`config.mk`:
```
export PLATFORM = sky130hd
export DESIGN_NAME = ezr_reduce
export DESIGN_NICKNAME = d
export VERILOG_FILES = /design/src/sv/ezr_pkg.sv /design/src/sv/ezr_reduce.sv
export SDC_FILE = /design/constraint.sdc
export NUM_CORES = 1
export LEC_CHECK = 0
export ABC_AREA = 1
export BUFFER_PORTS_ARGS = -buffer_cell sky130_fd_sc_hd__buf_2
export CAP_MARGIN = 20
export CORE_AREA = 2 2 178 223
export CTS_CLUSTER_DIAMETER = 80
export CTS_CLUSTER_SIZE = 12
export DETAILED_ROUTE_END_ITERATION = 8
export DIE_AREA = 0 0 180 225
export GPL_TIMING_DRIVEN = 0
export PLACE_DENSITY = 0.62
export SETUP_SLACK_MARGIN = 0.05
export SYNTH_ARGS = -nofsm -noshare
export SYNTH_HDL_FRONTEND = slang
export SYNTH_SLANG_ARGS = --single-unit
```
`constraint.sdc`:
```
create_clock -name clk_i -period 1 [get_ports clk_i]
set_input_delay 0.15 -clock clk_i [delete_from_list [all_inputs] [get_ports clk_i]]
set_output_delay 0.15 -clock clk_i [all_outputs]
set_load 0.01 [all_outputs]
```
`src/sv/ezr_pkg.sv`:
```
// Shared types, constants and arithmetic helpers for the Euler ZYX to rotation matrix core.
// Used by every module of the core; no dependencies of its own.
`default_nettype none
package ezr_pkg;

  localparam int AngleFracBits = 13;
  localparam int OutFracBits   = 14;
  localparam int CordicStages  = 16;

  localparam int QFrac = 30;
  localparam int CW    = 35;

  typedef logic signed [CW-1:0] q_t;

  localparam q_t QPi     = 35'sd3373259426;
  localparam q_t QHalfPi = 35'sd1686629713;
  localparam q_t QTwoPi  = 35'sd6746518852;
  localparam q_t QGain   = 35'sd652032874;
  localparam q_t QOne    = 35'sd1073741824;

  typedef struct packed {
    q_t   x;
    q_t   y;
    q_t   z;
    logic flip;
  } lane_t;

  typedef struct packed {
    lane_t [2:0] lane;
    logic        rate;
  } item_t;

  typedef q_t [17:0] mat_t;

  function automatic q_t atan_q30(input int i);
    q_t a;
    case (i)
      0:  a = 35'sh03243F6A8;
      1:  a = 35'sh01DAC6705;
      2:  a = 35'sh00FADBAFC;
      3:  a = 35'sh007F56EA6;
      4:  a = 35'sh003FEAB76;
      5:  a = 35'sh001FFD55B;
      6:  a = 35'sh000FFFAAA;
      7:  a = 35'sh0007FFF55;
      8:  a = 35'sh0003FFFEA;
      9:  a = 35'sh0001FFFFD;
      10: a = 35'sh0000FFFFF;
      11: a = 35'sh00007FFFF;
      12: a = 35'sh00003FFFF;
      13: a = 35'sh00001FFFF;
      14: a = 35'sh00000FFFF;
      15: a = 35'sh000007FFF;
      16: a = 35'sh000003FFF;
      17: a = 35'sh000001FFF;
      18: a = 35'sh000000FFF;
      19: a = 35'sh0000007FF;
      20: a = 35'sh0000003FF;
      21: a = 35'sh0000001FF;
      22: a = 35'sh0000000FF;
      23: a = 35'sh00000007F;
      24: a = 35'sh00000003F;
      25: a = 35'sh00000001F;
      26: a = 35'sh00000000F;
      27: a = 35'sh000000008;
      28: a = 35'sh000000004;
      29: a = 35'sh000000002;
      30: a = 35'sh000000001;
      default: a = '0;
    endcase
    return a;
  endfunction

  function automatic q_t qmul(input q_t a, input q_t b);
    logic signed [2*CW-1:0] p;
    p = a * b + (70'sd1 <<< (QFrac - 1));
    return q_t'(p >>> QFrac);
  endfunction

endpackage
`default_nettype wire

```
`src/sv/ezr_reduce.sv`:
```
// Angle negation and reduction to the CORDIC convergence range, one register stage.
// Depends on ezr_pkg.
`default_nettype none
module ezr_reduce
  import ezr_pkg::*;
#(
  parameter int ANGLE_FRAC_BITS = AngleFracBits
) (
  input  wire logic              clk_i,
  input  wire logic              rst_ni,
  input  wire logic              en_i,
  input  wire logic              vld_i,
  input  wire logic [2:0][15:0]  angle_i,
  input  wire logic              rate_i,
  output logic                   vld_o,
  output item_t                  item_o
);

  localparam int ZW   = (47 - ANGLE_FRAC_BITS > CW) ? 47 - ANGLE_FRAC_BITS : CW;
  localparam int NRed = (ANGLE_FRAC_BITS < 13) ? 13 - ANGLE_FRAC_BITS : 0;

  logic  vld_q;
  item_t item_q, item_d;

  always_comb begin
    logic signed [ZW-1:0] z, m;
    q_t                   r;
    logic                 fl;
    item_d.rate = rate_i;
    for (int l = 0; l < 3; l++) begin
      z = -(ZW'($signed(angle_i[l])) <<< (QFrac - ANGLE_FRAC_BITS));
      m = z[ZW-1] ? -z : z;
      for (int j = NRed - 1; j >= 0; j--) begin
        if (m >= (ZW'(QTwoPi) <<< j)) begin
          m = m - (ZW'(QTwoPi) <<< j);
        end
      end
      r = q_t'(m);
      if (r > QPi) begin
        r = r - QTwoPi;
      end
      if (z[ZW-1]) begin
        r = -r;
      end
      fl = 1'b0;
      if (r > QHalfPi) begin
        r  = r - QPi;
        fl = 1'b1;
      end else if (r < -QHalfPi) begin
        r  = r + QPi;
        fl = 1'b1;
      end
      item_d.lane[l].x    = QGain;
      item_d.lane[l].y    = '0;
      item_d.lane[l].z    = r;
      item_d.lane[l].flip = fl;
    end
  end

  always_ff @(posedge clk_i or negedge rst_ni) begin
    if (!rst_ni) begin
      vld_q <= 1'b0;
    end else if (en_i) begin
      vld_q <= vld_i;
    end
  end

  always_ff @(posedge clk_i) begin
    if (en_i) begin
      item_q <= item_d;
    end
  end

  assign vld_o  = vld_q;
  assign item_o = item_q;

endmodule
`default_nettype wire

```
==> flow_summary.toml <==
[status]
run_status = "finished, violations left"
violations = "negative setup slack"

[routing]
drtPass1Iterations = 5
drt_iter0_markers = 1030
drtAntennaViolNets = 0
drc = 0
vias = 17800
wire_per_inst_um = 14.2
detail_route.vias_per_cell = 4.81
wl_um = 52600

[synthesis]
ys_seq_area_share_pct = 18.2
yosys_warnings = 0
synth-simple-area-share_pct = 49.3
dominantRegCellSynth = "edfxtp_1"
synth.distinct_cells = 54
synth_compound_area_share_pct = 4.83
ys_ff_latch = 92
synth.most_common_cell = "nand2_1"
synth_edf_count = 91
synth_commonest_cells = "nand2_1 (934), nand3_1 (252), inv_1 (242)"
synth_area_leaders = "nand2_1 (23%), edfxtp_1 (18%), buf_4 (12%)"
synth_top_family_by_area = "simple AND/OR/NAND/NOR gates"
synth_area_leader_cell = "nand2_1"
yosysTopAreaCellShare_pct = 23.1
yosys.area_share.adder_pct = 2.23
syn_inst = 2546
async_reset_ff_share_pct = 1.09
synth_mux_area_share_pct = 0.0742
syn-cell-area_mm2 = 0.0152
synth.avg_cell_area_um2 = 5.96
synth_xor_area_share_pct = 4.47

[job]
drv_cap = 0

[clocking]
clockBufferDepth = 2
numCtsBuffers = 9
clk_latency_ns = 0.36
clock-root-buffer = "clkbuf_16"
htree_levels = 3
path_clk_slew_ns = 0.06
cts_tree = "built"
clock_sinks = 92

[floorplan]
coreArea_mm2 = 0.0381
num_rows = 80
start_util_pct = 39.8
dieArea_mm2 = 0.0405
die_w_um = 180
ioPinCount = 373
die_h_um = 225

[timing]
report.final.slew_viol_count = 0
final_hold_viol_count = 0
fmax_mhz = 243
relSlewSlack_pct = 61.1
fin_worst_skew_ns = 0
min_period_over_period_pct = 412
fin_ws_ns = -3.12
rsz0062_at_grt = "yes"
min_period_ns = 4.12
setup_viol = 197
tightest_slew_ns = 0.581

[setup_path]
r2r-end = "vld_o"
crit_type = "in -> reg"
slowest_delay_ns = 0.23
cp.required_ns = 1.12
ff2ff_setup_slack_ns = 0.25
start_kind = "input port"
slowest_stage = "ha_4"
timing.rr.start = "vld_o"
critPathCaptureType = "register"
arrival_ns = 4.24
path_max_fanout = 10
critPathMostFrequentCell = "nand2_2"
cp-startpoint = "angle_i[32]"
crit_end = "item_o[228]"
reg2regPathDepth = 1

[layout]
fin_util_pct = 61.4
instances_no_fill = 3698
n_fill_cell = 3425
drive_above_1_share_pct = 45.1
nNetsFinal = 3281
final_cell_area_mm2 = 0.0234
area_growth_pct = 54.4
n_antenna_cell = 0

[min_path]
holdCritPathClass = "in -> reg"
min_from = "vld_i"

[power]
ir_worst_vdd_uv = 751
total_leakage_power_nw = 12.1
power_density_mw_per_mm2 = 1160

[placement]
numPlacedInstances = 3409
postPlaceCellArea_mm2 = 0.0180
hpwl_um = 37600
place_congestion = 0.906
portBuffers = 159

[global_route]
grt_pass1_vias = 16800
antenna_found_initial = 0
use_met1_pct = 26.0
use_met2_pct = 45.4
grt_busiest_layer = "met2"
grt_pass1_wl_um = 80200
gr-total-overflow = 0
grt_use_met3_pct = 3.18
grt_max_degree = 74
grt_usage_pct = 24.0
-- logic make-up after synthesis --
| kind of cell | after synthesis |
|---|---|
| compound gates | 127 |
| xor+xnor | 74 |
| fa+ha+maj | 27 |
| buf+inv | 559 |
| flops | 92 |
| mux | 1 |
| other cells | 2 |
| simple gates | 1664 |
-- final cells by class --
cell class	instances	area (um2)	share of cell area, %
clock buffers	10	229	0.978
repair buffers	431	3460	14.8
flip-flops and latches	92	2760	11.8
inverters	288	1220	5.23
clock inverters	6	72.6	0.310
plain buffers	271	2260	9.63
well taps	492	616	2.63
multi-input cells	2108	12800	54.7
-- layer usage --
metal / wire length, um / vias to the layer above
li1: - / 8936
met1: 20000 / 8046
met2: 27600 / 633
met3: 2640 / 156
met4: 2370 / 0
met5: 0 / -
-- placed cells by master (no fill, tap or decap), types with 57 or more instances in the layout --
cell,instances
buf_2,123
buf_4,442
buf_6,88
conb_1,213
edfxtp_1,91
inv_1,197
inv_2,57
nand2_1,688
nand2_2,237
nand2_4,87
nand3_1,177
nand3_2,69
nor2_1,143
nor2_4,73
-- repair_timing --
action                     in CTS  in global routing
hold endpoints to repair        2                  0
setup endpoints to repair     197                197
pin swaps                     198                226
setup buffers                 167                 93
resized for setup             404                375
hold buffers                    2                  0
cloned                         11                  2
-- sequential cells by signal, summed over array words and instances (netlist names) --
name	flops
vld_o	1
item_o	91
-- critical path, delay by kind of cell --
| kind | cells | cell delay [ns] |
|---|---|---|
| simple gates | 25 | 2.30 |
| buf+inv | 12 | 1.35 |
| fa+ha+maj | 1 | 0.23 |
| compound gates | 2 | 0.21 |
-- worst min-delay path by stage --
stage / to / slack, ns / cells past startpoint
after floorplan: vld_o / -0.15 / 0
after global placement: vld_o / -0.07 / 1
after detailed placement: vld_o / -0.07 / 1
after CTS: vld_o / 0.0006 / 2
after global routing: vld_o / 0.02 / 2
final: vld_o / 0.02 / 2
-- report_power, final --
part	leakage, nW	internal, mW	switching [mW]	total (mW)
logic	11.0	7.44	10.6	18.0
registers	0.899	5.27	0.364	5.63
clock network	0.143	1.96	1.63	3.59
-- metrics by stage --
| step | TNS [ns] | setup WS, ns | power (mW) | hold WS (ns) |
|---|---|---|---|---|
| floorplan | -266.19 | -3.26 | 14.9 | -0.146 |
| CTS | -275.21 | -3.06 | 24.7 | 0.000589 |
| global placement | -446.28 | -4.12 | 18.0 | -0.0749 |
| global route | -303.80 | -3.36 | 29.0 | 0.0150 |
| finish | -279.83 | -3.12 | 27.2 | 0.0160 |
| detailed placement | -362.35 | -4.14 | 18.1 | -0.0738 |
No activity file was read; power rests on OpenSTA's default activity.
